<file path="config.mk">
export PLATFORM = sky130hd
export DESIGN_NAME = bvpa_bitmap_ram
export DESIGN_NICKNAME = d
export VERILOG_FILES = /design/src/rtl/bitmap_value_pool_allocator_unit_defines.svh /design/src/rtl/bvpa_pkg.sv /design/src/rtl/bvpa_bitmap_ram.sv
export SDC_FILE = /design/constraint.sdc
export NUM_CORES = 2
export LEC_CHECK = 0
export ABC_CLOCK_PERIOD_IN_PS = 3700
export BUFFER_PORTS_ARGS = -buffer_cell sky130_fd_sc_hd__buf_2
export CAP_MARGIN = 40
export CORE_MARGIN = 3
export CORE_UTILIZATION = 57
export DETAILED_ROUTE_END_ITERATION = 10
export PLACE_DENSITY = 0.73
export SYNTH_ARGS = -nofsm -noshare
export SYNTH_HDL_FRONTEND = slang
export SYNTH_SLANG_ARGS = --single-unit
</file>
<file path="constraint.sdc">
create_clock -name clock -period 3.7 [get_ports clock]
set_clock_uncertainty 0.2 [all_clocks]
set_input_delay 0.37 -clock clock [delete_from_list [all_inputs] [get_ports clock]]
set_output_delay 0.37 -clock clock [all_outputs]
set_load 0.1 [all_outputs]
</file>
<file path="src/rtl/bitmap_value_pool_allocator_unit_defines.svh">
// Assertion macros used by the allocator RTL.
`ifndef BITMAP_VALUE_POOL_ALLOCATOR_UNIT_DEFINES_SVH
`define BITMAP_VALUE_POOL_ALLOCATOR_UNIT_DEFINES_SVH

// Same-cycle implication, disabled while reset is high.
`define BVPA_ASSERT_IMP(lbl, clk, rst, ante, cons, msg) \
   lbl: assert property (@(posedge clk) disable iff (rst) (ante) |-> (cons)) \
      else $error(msg);

// Next-cycle implication, disabled while reset is high.
`define BVPA_ASSERT_NEXT(lbl, clk, rst, ante, cons, msg) \
   lbl: assert property (@(posedge clk) disable iff (rst) (ante) |=> (cons)) \
      else $error(msg);

`endif

</file>
<file path="src/rtl/bvpa_pkg.sv">
`timescale 1ns / 1ps
`default_nettype none

package bvpa_pkg;

   localparam int POOL_SIZE_DEF = 4096;
   localparam int WORD_BITS_DEF = 32;

   localparam int VALUE_W   = 32;
   localparam int COUNT_W   = 13;
   localparam int FUNC_W    = 2;
   localparam int CSR_IDX_W = 2;

   typedef enum logic [FUNC_W-1:0] {
      FUNC_ALLOC   = 2'd0,
      FUNC_RESERVE = 2'd1,
      FUNC_RELEASE = 2'd2
   } func_type;

   typedef enum logic [CSR_IDX_W-1:0] {
      CSR_BASE_VALUE = 2'd0,
      CSR_POOL_COUNT = 2'd1,
      CSR_IN_ORDER   = 2'd2
   } csr_index_type;

endpackage

`default_nettype wire

</file>
<file path="src/rtl/bvpa_bitmap_ram.sv">
`timescale 1ns / 1ps
`default_nettype none

module bvpa_bitmap_ram #(
   parameter int DEPTH    = (bvpa_pkg::POOL_SIZE_DEF + bvpa_pkg::WORD_BITS_DEF - 1)
                            / bvpa_pkg::WORD_BITS_DEF,
   parameter int WIDTH    = bvpa_pkg::WORD_BITS_DEF,
   localparam int ADDR_W  = (DEPTH > 1) ? $clog2(DEPTH) : 1
) (
   input  wire logic              clock,
   input  wire logic              wr_en,
   input  wire logic [ADDR_W-1:0] wr_addr,
   input  wire logic [WIDTH-1:0]  wr_data,
   input  wire logic [ADDR_W-1:0] rd_addr,
   output logic      [WIDTH-1:0]  rd_data
);
   import bvpa_pkg::*;

   logic [WIDTH-1:0] bitmap_ff [DEPTH];
   logic [WIDTH-1:0] rd_data_ff;

   always_ff @(posedge clock) begin
      if (wr_en) begin
         bitmap_ff[wr_addr] <= wr_data;
      end
      rd_data_ff <= bitmap_ff[rd_addr];
   end

   assign rd_data = rd_data_ff;

endmodule

`default_nettype wire

</file>
==> metrics.yaml <==
clocking:
  cts.path.max_buffers: 4
  post_cts.repair.setup_buffers: 0
  post_cts_resize_count: 0
  cts_tree: "done"
  holdBufCountCts: 35
  cts_htree_levels: 5
  root_buffer: "clkbuf_16"
  cts_buffers: 396
  clkSinkCount: 4128
  clk_pin_slew_ps: 60
  clock_latency_ps: 920
synthesis:
  synth_top_cells_by_count: "4096 x edfxtp_1, 1344 x mux4_2, 182 x clkbuf_1"
  ys_seq_area_share_pct: 79.1
  synthMostInstantiatedCell: "edfxtp_1"
  synth_largest_type_area_fraction_pct: 78.7
  synth_nets: 6038
  mappedNetlistArea_um2: 156000
  yosys.area.top_type: "edfxtp_1"
  postSynthAreaPerCell_um2: 26.1
  yosysWarnings: 0
  synthTopCellsByArea: "edfxtp_1 79%, mux4_2 19%, clkbuf_1 0.44%"
  unique_masters_post_synth: 17
  yosys_register_bits: 4128
  synth_edf_count: 4096
  synthArstFlopShare_pct: 0
  dominantRegCellSynth: "edfxtp_1"
  syn_inst: 5990
drt:
  wire_per_inst_um: 38.3
  drt_first_iter_violations: 11205
  finalWirelength_um: 404000
  antenna_left: 0
  remaining_drc_errors: 0
  dr.pass1.iters: 6
  average_vias_per_placed_instance: 6.87
  num_vias: 72452
hold_path:
  hold_depth: 3
  worst_hold_path_type: "input port to flop"
  min_delay_worst_endpoint: "rd_data[12]"
  worst_min_path_start: "rd_addr[5]"
power_and_ir_drop:
  power_density_over_cell_area_nw_per_um2: 542
  total_power_w: 0.0974
  total_leakage_power_nw: 55.6
  vdd_drop_max_uv: 388
die:
  floorplan.io_pins: 80
  fp.dieW_um: 530
  row_count: 191
  die_area_um2: 280000
  start_util_pct: 57.5
  core_area_um2: 272000
  chipHeight_um: 530
grt:
  grt_pass1_wl_um: 570000
  maximum_number_of_pins_on_one_net_before_global_route_repair: 129
  grt_overflow: 0
  antenna_found_initial: 58
  number_of_global_route_vias_before_repair: 74622
  grtUsageTotal_pct: 29.2
place:
  place.port_buffers: 79
  gp_congestion: 0.822
  dpl_hpwl_um: 220000
sta:
  rsz0062_at_grt: "no"
  achievable_clock_frequency_mhz: 313
  max_slew_margin_pct: 33.6
  post-route-min-period_ps: 3200
  tightestPinTransition_ps: 997
  final_hold_viol_count: 0
  final.setup.tns_ps: 0
  timing.final.crit_share_pct: 86.5
  final_max_slew_viol_count: 0
  timing.final.setup_violations: 0
critical_path:
  worst_setup_path_start_kind: "input port"
  crit_chain: "dlygate4sd3_1 -> buf_2 -> nor2b_1 -> nand2_1 -> nor2_4 -> buf_4"
  crit_type: "input port to flop"
  critical_path_peak_fanout: 12
  required_ps: 4070
  regToRegEndpoint: "rd_data[20]"
  crit-reg2reg-launch: "bitmap_ff[113][20]"
  worst_path_max_delay_cell: "nor2b_1"
  critical_path_arrival_ps: 3570
  regToRegSetupSlack_ps: 790
  reg2regPathDepth: 4
  slowest_delay_ps: 670
  end_kind: "flop"
finish:
  nFillCells: 15901
  fraction_of_layout_cells_with_a_size_suffix_above_1_pct: 37.2
  layout-area-overhead-vs-synth_pct: 15.0
  finalNetCount: 6675
status:
  run_status: "completed"
flow_run:
  timing.max_cap.violations: 0
## metrics by stage
| stage | hold WS (ps) | instance area, um2 | setup WS [ps] | utilization [%] | instances |
|---|---|---|---|---|---|
| final | 32.7 | 180000 | 501 | 66.1 | 10543 |
| after floorplan | 269 | 156000 | -109 | - | 5990 |
| after global placement | 492 | 166000 | -5.80 | 61.2 | 9753 |
| after global routing | 30.8 | 180000 | 444 | 66.1 | 10533 |
| after CTS | 7.61 | 180000 | 704 | 66.1 | 10521 |
| after detailed placement | 500 | 167000 | -25.9 | 61.3 | 9763 |
## kinds of logic (layout without fill, tap and decap cells)
logic type / after synthesis / count (layout) / synth area share (%)
buffers and inverters: 316 / 1278 / 0.839
flip-flops: 4128 / 4128 / 79.1
multiplexers: 1376 / 1376 / 19.6
other: 0 / 21 / 0
AND/OR/NAND/NOR: 170 / 170 / 0.446
## flip-flops by register name, summed over array words and instances (netlist names)
register,count
bitmap_ff,4096
rd_data,32
## worst max-delay path: cells and delay by family
family        cells  cell delay, ps
buf+inv           3            1230
simple gates      3            1950
## metal layers
layer	part of all wire (%)	up-vias	wire length [um]	GRT usage, %
li1	-	27682	-	-
met1	35	39016	140000	40.1
met2	50	4890	201000	47.1
met3	12	836	47500	7.08
met4	3.7	28	15000	9.89
met5	0.052	-	212	0
## worst max path at each step
stage	start	end	slack [ps]
2_1_floorplan	wr_en	bitmap_ff[98][0]	-110
3_3_place_gp	rd_addr[0]	rd_data[18]	-6
3_5_place_dp	rd_addr[0]	rd_data[18]	-30
4_1_cts	wr_addr[5]	bitmap_ff[40][22]	700
5_1_grt	wr_addr[5]	bitmap_ff[40][5]	440
6_report	wr_addr[5]	bitmap_ff[40][2]	500
## final cells by class
cell class / instances / area [um2] / area share [%]
multi-input cells: 1546 / 32300 / 18.0
flip-flops and latches: 4128 / 124000 / 68.8
clock buffers: 481 / 10400 / 5.77
repair buffers: 555 / 6510 / 3.62
well taps: 3570 / 4470 / 2.49
diodes: 21 / 52.6 / 0.0292
clock inverters: 242 / 2350 / 1.31
## cell usage in the layout (no fill, tap or decap), types with 2 or more instances in the layout
master and count:
buf_4 294, buf_16 8, nand3_2 4, clkbuf_16 400
clkbuf_8 5, edfxtp_1 4096, inv_8 2, nand2b_1 2
clkinvlp_4 15, clkbuf_1 76, nand3_1 8, buf_2 41
nor2_4 119, clkinv_1 88, diode_2 21, mux2_2 32
nor2_1 3, dfxtp_1 32, clkinv_2 72, buf_8 3
dlygate4sd3_1 35, nor2b_1 7, nor3_4 6, buf_12 174
clkinv_8 9, mux4_2 1344, clkinv_16 2, bufinv_16 39
nand2_1 14, nand4_1 3, nor3_2 3, inv_6 9
clkinv_4 5
## power breakdown
part	switching [W]	leakage, nW	internal (W)
clock	0.0173	6.20	0.0227
combinational	0.00353	12.3	0.00214
sequential	0.000161	37.1	0.0516
Power figures use the tool's default switching activity.
