==> src/rtl/bitmap_value_pool_allocator_unit_defines.svh <==
// Assertion macros used by the allocator RTL.
`ifndef BITMAP_VALUE_POOL_ALLOCATOR_UNIT_DEFINES_SVH
`define BITMAP_VALUE_POOL_ALLOCATOR_UNIT_DEFINES_SVH

// Same-cycle implication, disabled while reset is high.
`define BVPA_ASSERT_IMP(lbl, clk, rst, ante, cons, msg) \
   lbl: assert property (@(posedge clk) disable iff (rst) (ante) |-> (cons)) \
      else $error(msg);

// Next-cycle implication, disabled while reset is high.
`define BVPA_ASSERT_NEXT(lbl, clk, rst, ante, cons, msg) \
   lbl: assert property (@(posedge clk) disable iff (rst) (ante) |=> (cons)) \
      else $error(msg);

`endif

==> src/rtl/bvpa_pkg.sv <==
`timescale 1ns / 1ps
`default_nettype none

package bvpa_pkg;

   localparam int POOL_SIZE_DEF = 4096;
   localparam int WORD_BITS_DEF = 32;

   localparam int VALUE_W   = 32;
   localparam int COUNT_W   = 13;
   localparam int FUNC_W    = 2;
   localparam int CSR_IDX_W = 2;

   typedef enum logic [FUNC_W-1:0] {
      FUNC_ALLOC   = 2'd0,
      FUNC_RESERVE = 2'd1,
      FUNC_RELEASE = 2'd2
   } func_type;

   typedef enum logic [CSR_IDX_W-1:0] {
      CSR_BASE_VALUE = 2'd0,
      CSR_POOL_COUNT = 2'd1,
      CSR_IN_ORDER   = 2'd2
   } csr_index_type;

endpackage

`default_nettype wire

==> src/rtl/bvpa_word_scan.sv <==
`timescale 1ns / 1ps
`default_nettype none

module bvpa_word_scan #(
   parameter int POOL_SIZE = bvpa_pkg::POOL_SIZE_DEF,
   parameter int WORD_BITS = bvpa_pkg::WORD_BITS_DEF,
   localparam int SUM_W    = $clog2(POOL_SIZE + WORD_BITS + 1),
   localparam int BIT_W    = $clog2(WORD_BITS)
) (
   input  wire logic [WORD_BITS-1:0] word_data,
   input  wire logic [SUM_W-1:0]     word_pos,
   input  wire logic [SUM_W-1:0]     lo_pos,
   input  wire logic [SUM_W-1:0]     hi_pos,
   output logic                      hit,
   output logic      [BIT_W-1:0]     hit_bit,
   output logic                      last_word
);
   import bvpa_pkg::*;

   logic [WORD_BITS-1:0] free_bits;

   // Mark a bit free when clear and inside the window [lo_pos, hi_pos).
   for (genvar g = 0; g < WORD_BITS; g++) begin : g_bit
      logic [SUM_W-1:0] bit_pos;
      assign bit_pos      = word_pos + SUM_W'(g);
      assign free_bits[g] = !word_data[g] && (bit_pos >= lo_pos) && (bit_pos < hi_pos);
   end

   // Pick the lowest free bit.
   always_comb begin
      hit     = 1'b0;
      hit_bit = '0;
      for (int b = WORD_BITS - 1; b >= 0; b--) begin
         if (free_bits[b]) begin
            hit     = 1'b1;
            hit_bit = BIT_W'(b);
         end
      end
   end

   assign last_word = (word_pos + SUM_W'(WORD_BITS)) >= hi_pos;

endmodule

`default_nettype wire

==> config.mk <==
export PLATFORM = sky130hd
export DESIGN_NAME = bvpa_word_scan
export DESIGN_NICKNAME = d
export VERILOG_FILES = /design/src/rtl/bitmap_value_pool_allocator_unit_defines.svh /design/src/rtl/bvpa_pkg.sv /design/src/rtl/bvpa_word_scan.sv
export SDC_FILE = /design/constraint.sdc
export NUM_CORES = 1
export LEC_CHECK = 0
export CAP_MARGIN = 20
export CORE_MARGIN = 5
export CORE_UTILIZATION = 55
export DETAILED_ROUTE_END_ITERATION = 10
export DONT_BUFFER_PORTS = 1
export GPL_TIMING_DRIVEN = 1
export PLACE_DENSITY = 0.7
export SYNTH_ARGS = -nofsm -noshare
export SYNTH_HDL_FRONTEND = slang
export SYNTH_SLANG_ARGS = --single-unit
==> constraint.sdc <==
create_clock -name vclk -period 12.5
set_input_delay 0.625 -clock vclk [all_inputs]
set_output_delay 0.625 -clock vclk [all_outputs]
set_load 0.02 [all_outputs]
==> results by group, run 1 <==
Routing
  • Total routed wirelength: 84430 um
  • Vias/cell: 7.098
  • TritonRoute pass-1 iters: 5
  • Iteration-0 DRC Markers: 2102
  • DRC: 0
  • Via count: 20450
  • Detail Route Antenna Nets: 0
  • Drt wl/cell: 29.30 um

Critical path
  • Cell mode on critical path: nand2_1
  • Max incr delay on CP: 0.77 ns
  • Critical Path Source Type: input port
  • WS Path Type: in -> out
  • Slowest CP cell: ha_1
  • Critical path cell sequence: inv_2 > ha_1 > nand2_1 > o21ai_0 > nand2_1 > xnor2_1 > ha_1 > nand4_1 > nor2_1 > a211oi_1 > nand2_1 > o211ai_1 > o21ai_1 > or3_1 > a211o_1 > a211oi_2
  • CP max FO: 25
  • Crit path required time: 11.88 ns
  • Critical path arrival: 5.77 ns
  • CP endpoint kind: primary output

Cells and area
  • # fillers: 3329
  • Share of layout cells above drive strength 1: 2.640%
  • Seq_cells: 0
  • Clock buffer cells: 0
  • P&R area growth vs syn: 2.861%
  • Nets@finish: 3161
  • Non-Filler Instances: 2881
  • FF/Latch Area: 0 sq um
  • Commonest cells after routing, fill and taps aside: ha_1 (664), nand2_1 (194), a21oi_1 (181)
  • Final Util: 57.19%
  • Most common cell after layout, fill and taps aside: ha_1

GRT
  • First-pass GRT wire length: 124300 um
  • Largest net degree at the start of global routing: 41
  • Global Route Usage Sum: 41.64%
  • Congestion Overflow GR: 0
  • Number of global-route vias before repair: 20290
  • Initial antenna violation count: 3

Clocking
  • PostCTS Resize Cnt: 0
  • # Post-CTS Setup Buffers: 0
  • # hold bufs at CTS: 0

STA
  • Final WS setup: 6.101 ns
  • Final setup viols: 0
  • Worst slew margin: 18.18%
  • Hold WS: 1.757 ns
  • Final period utilization: 51.19%
  • Tmin final: 6.399 ns
  • Final max-slew violation count: 0
  • Setup_tns: 0 ns
  • Fmax: 156.3 MHz
  • RSZ-0062 raised after global routing: false
  • Endpoints failing hold: 0
  • Slew @ Worst Pin: 1.214 ns

Power
  • Clock Power Share: 0%
  • Combinational share of power: 100.0%
  • Sw frac: 62.01%
  • Pint: 345.6 uW
  • Sequential Power Share: 0%
  • P_sw: 564.2 uW
  • P per Cell Area: 46.17 mW/mm^2
  • VDD IR max: 78.98 uV
  • LEAKAGE: 0.009559 uW

Synthesis
  • Mapped Nets: 3195
  • Post-Syn Instances: 2460
  • Netlist cell types: 78
  • Ranking of synthesized cells by area: ha_1 (43%), xnor2_1 (7.1%), xor2_1 (5.5%), a21oi_1 (4.7%), nand2_1 (3.8%)
  • Syn Area/Cell: 7.788 sq um
  • Post-synthesis sequential area ratio: 0%
  • Synth area leader: ha_1
  • Cell area after synthesis: 0.01916 sq mm
  • Yosys top cell area share: 43.36%
  • Warnings from Yosys: 0

Hold path
  • Hold Path Sink: last_word
  • Worst Hold Class: in -> out
  • HP Start: word_pos[12]
  • Hold path depth: 4

Floorplanning
  • IO Pins: 78
  • FP Rows: 68
  • Die ar.: 0.03867 sq mm
  • Die width: 196.6 um
  • Core box area: 0.03446 sq mm
  • DIE HEIGHT: 196.6 um
  • Initial Utilization: 55.60%

Placed design
  • GPL Wtd Cong: 1.069
  • Port Buffers: 0
  • DP Worst Slack: 6.345 ns
  • Placed Cells: 2878
  • Post-DP HPWL: 59910 um

Flow run
  • # Max-Cap Violations: 0

Outcome
  • Status: finished, final reports clean
[metal layers]
metal / track usage [%] / up-vias / routed length, um
li1: - / 9190 / -
met1: 51.86 / 9503 / 32480
met2: 64.84 / 1318 / 34610
met3: 10.48 / 437 / 10640
met4: 25.04 / 2 / 6687
met5: 0 / - / 19
[worst max-delay path by stage]
| stage | depth (start not counted) | endpoint | slack (ns) | start |
|---|---|---|---|---|
| floorplan | 16 | hit_bit[2] | 7.05 | word_pos[3] |
| global placement | 14 | hit_bit[3] | 6.32 | word_pos[4] |
| detailed placement | 14 | hit_bit[3] | 6.34 | word_pos[4] |
| CTS | 14 | hit_bit[3] | 6.30 | word_pos[4] |
| global route | 14 | hit_bit[3] | 5.96 | word_pos[5] |
| finish | 16 | hit_bit[2] | 6.10 | word_pos[4] |
[power by group through the flow]
stage                     Sequential, uW  Combinational (uW)  Clock [uW]
after global placement                 0                 846           0
final                                  0                 910   0.0000216
after floorplan                        0                 635           0
after detailed placement               0                 874           0
after global routing                   0                 999   0.0000107
after CTS                              0                 879           0
[worst max-delay path: cells and delay by family]
family,cells,cell delay (ns)
AND/OR/NAND/NOR,6,1.40
adder cells (fa/ha/maj),2,1.07
buffers and inverters,1,0.29
XOR/XNOR,1,0.26
AO/OA/AOI/OAI,6,2.13
[stage by stage]
| step | power, uW | cell area, sq um |
|---|---|---|
| after global routing | 999.0 | 19710 |
| after detailed placement | 873.7 | 19700 |
| after CTS | 879.1 | 19700 |
| final | 909.9 | 19710 |
| after floorplan | 635.4 | 19160 |
| after global placement | 845.9 | 19700 |
[logic make-up after synthesis]
family	synth area share, %
xor gates and xnor gates	12.57
AOI/OAI and AO/OA	23.25
buffers and inverters	3.102
adders and majority gates	43.36
and+or+nand+nor	17.72
[final cells by class]
class / count / area (sq um) / share of cell area, %
diodes: 2 / 5.005 / 0.02540
multi-input cells: 2304 / 18570 / 94.20
repair buffers: 32 / 237.7 / 1.206
inverters: 88 / 330.3 / 1.676
well taps: 455 / 569.3 / 2.889
[cells in the mapped netlist, types with 5 or more instances]
library cell and number:
o21bai_1 5, o31ai_1 8, o2111ai_1 16, o21ai_1 7, ha_1 664, nand3b_1 7, a221oi_1 5, a2111oi_0 18
xor2_1 120, nor2_1 180, and4_1 21, nor2b_1 31, nor3_1 33, xnor2_1 155, buf_1 12, a211oi_1 44
o22ai_1 6, a21o_1 80, a211o_1 12, clkbuf_1 54, inv_1 86, a21oi_1 181, a21boi_0 12, and3_1 17
o21a_1 30, o21ai_0 119, nand3_1 68, nor4_1 16, and2_1 8, nand2_1 194, o311a_1 6, or3_1 10
nand2b_1 34, nand4_1 41, or2_2 5, a31oi_1 39, o211ai_1 31
(Power assumes the default switching activity.)
==> run 2, diff against run 1 <==
--- a/config.mk
+++ b/config.mk
@@ -11,7 +11,7 @@
 export DETAILED_ROUTE_END_ITERATION = 10
 export DONT_BUFFER_PORTS = 1
 export GPL_TIMING_DRIVEN = 1
-export PLACE_DENSITY = 0.7
+export PLACE_DENSITY = 0.73
 export SYNTH_ARGS = -nofsm -noshare
 export SYNTH_HDL_FRONTEND = slang
 export SYNTH_SLANG_ARGS = --single-unit
==> constraint.sdc (replaced) <==
create_clock -name vclk -period 5.2
set_input_delay 0.26 -clock vclk [all_inputs]
set_output_delay 0.26 -clock vclk [all_outputs]
set_load 0.02 [all_outputs]
==> results by group, run 2 (synthesized netlist as in run 1, its figures left out) <==
Outcome
  • Status: finished, final reports clean

Routing
  • DRC: 0 (unchanged)
  • Via count: 20680 (+1.1%)
  • Detail Route Antenna Nets: 0 (unchanged)
  • Total routed wirelength: 86000 um (+1.9%)
  • TritonRoute pass-1 iters: 7 (+2)
  • Iteration-0 DRC Markers: 2169 (+3.2%)
  • Vias/cell: 6.997 (-1.4%)
  • Drt wl/cell: 29.09 um (-0.72%)

GRT
  • First-pass GRT wire length: 126000 um (+1.4%)
  • Largest net degree at the start of global routing: 41 (unchanged)
  • Congestion Overflow GR: 0 (unchanged)
  • Number of global-route vias before repair: 20440 (+0.74%)
  • Initial antenna violation count: 0 (-3)
  • Global Route Usage Sum: 42.43% (+0.79 points)

Critical path
  • Crit path required time: 4.94 ns (-6.94 ns)
  • Critical path arrival: 4.64 ns (-1.13 ns)
  • Critical Path Source Type: input port
  • WS Path Type: in -> out
  • CP startpoint: word_pos[2]
  • CP endpoint kind: primary output
  • Critical path capture point: hit_bit[2]
  • CP max FO: 15 (-40%)

Clocking
  • PostCTS Resize Cnt: 0 (unchanged)
  • # Post-CTS Setup Buffers: 0 (unchanged)
  • # hold bufs at CTS: 0 (unchanged)

Hold path
  • Worst Hold Class: in -> out

STA
  • RSZ-0062 raised after global routing: false
  • Worst slew margin: 29.40% (+11 points)
  • Endpoints failing hold: 0 (unchanged)
  • Fmax: 203.9 MHz
  • Final period utilization: 94.31%
  • Final setup viols: 0 (unchanged)
  • Slew @ Worst Pin: 1.052 ns (-0.1625 ns)
  • Final max-slew violation count: 0 (unchanged)
  • Tmin final: 4.904 ns
  • Setup_tns: 0 ns (unchanged)

Power
  • P per Cell Area: 110.5 mW/mm^2 (+140%)
  • LEAKAGE: 0.009969 uW (+4.3%)
  • VDD IR max: 153.4 uV (+94%)

Floorplanning
  • Core box area: 0.03446 sq mm (unchanged)
  • IO Pins: 78 (unchanged)
  • Die width: 196.6 um (unchanged)
  • Die ar.: 0.03867 sq mm (unchanged)
  • DIE HEIGHT: 196.6 um (unchanged)
  • FP Rows: 68 (unchanged)
  • Initial Utilization: 55.60% (unchanged)

Placed design
  • Port Buffers: 0 (unchanged)
  • Post-DP HPWL: 65220 um (+8.9%)
  • Placed Instance Area: 0.02038 sq mm (+3.5%)
  • GPL Wtd Cong: 1.084 (+1.4%)

Cells and area
  • Antenna Cells: 0 (-2)
  • Most common cell after layout, fill and taps aside: ha_1
  • Clock buffer cells: 0 (unchanged)
  • Seq_cells: 0 (unchanged)
  • P&R area growth vs syn: 6.387%
  • Nets@finish: 3238 (+2.4%)
  • Final Util: 59.15% (+2.0 points)
  • Commonest cells after routing, fill and taps aside: ha_1 (664), nand2_1 (194), a21oi_1 (181)
  • Share of layout cells above drive strength 1: 5.518% (+2.9 points)
  • Final Cell Area: 0.02038 sq mm (+3.4%)
  • FF/Latch Area: 0 sq um (unchanged)

Flow run
  • # Max-Cap Violations: 0 (unchanged)
[run 2: changes by cell type in the layout (fill, tap and decap cells not counted)]
| cell | delta |
|---|---|
| buf_12 | +8 |
| buf_4 | +70 |
| inv_2 | -3 |
| buf_2 | -1 |
| inv_1 | +2 |
| clkinv_1 | +1 |
| diode_2 | -2 |
[run 2: area by class of cell]
| class | instances | area, sq um |
|---|---|---|
| fillers | 3300 | 14070 |
| repair buffers | 109 | 918.4 |
| well taps | 455 | 569.3 |
| multi-input cells | 2304 | 18570 |
| inverters | 88 | 330.3 |
[run 2: worst min-delay path by stage]
stage,start,end,depth (start not counted)
final,word_pos[12],last_word,4
after CTS,word_pos[12],last_word,4
after global routing,word_pos[12],last_word,4
after floorplan,word_data[1],hit_bit[0],6
after detailed placement,word_pos[12],last_word,4
after global placement,word_pos[12],last_word,4
[run 2: power breakdown]
group | total (uW) | switching [uW] | leakage [uW] | internal (uW)
clock network | 0 | 0 | 0 | 0
registers | 0 | 0 | 0 | 0
logic | 2250 | 1360 | 0.00997 | 898
[run 2: routing by layer]
| layer | global-route usage (%) | wire, um |
|---|---|---|
| met5 | 0 | 0 |
| met4 | 23.68 | 6592 |
| met3 | 8.325 | 10180 |
| met2 | 67.31 | 36060 |
| met1 | 54.00 | 33170 |
[run 2: per-stage QoR]
step           cells  setup WS [ns]  power, uW  hold WS (ns)
6_report        2956         0.2957       2253         1.025
5_1_grt         2956         0.1399       2472         1.040
4_1_cts         2956         0.4095       2187         1.022
3_5_place_dp    2956         0.4078       2173         1.022
3_3_place_gp    2956         0.4819       2105         1.021
2_1_floorplan   2460         0.4764       1527         1.000
[run 2: worst max-delay path, cell delays in order]
cell and delay (ns):
inv_1 0.26, ha_1 0.42, inv_1 0.12, o21ai_0 0.57, nand3_1 0.17, nand2_1 0.16, nand2_1 0.08, xnor2_1 0.22
ha_1 0.28, a211o_1 0.25, a211oi_1 0.58, a21boi_2 0.13, nor3b_1 0.17, or3_1 0.32, a211o_1 0.31, a211oi_2 0.18
buf_4 0.17
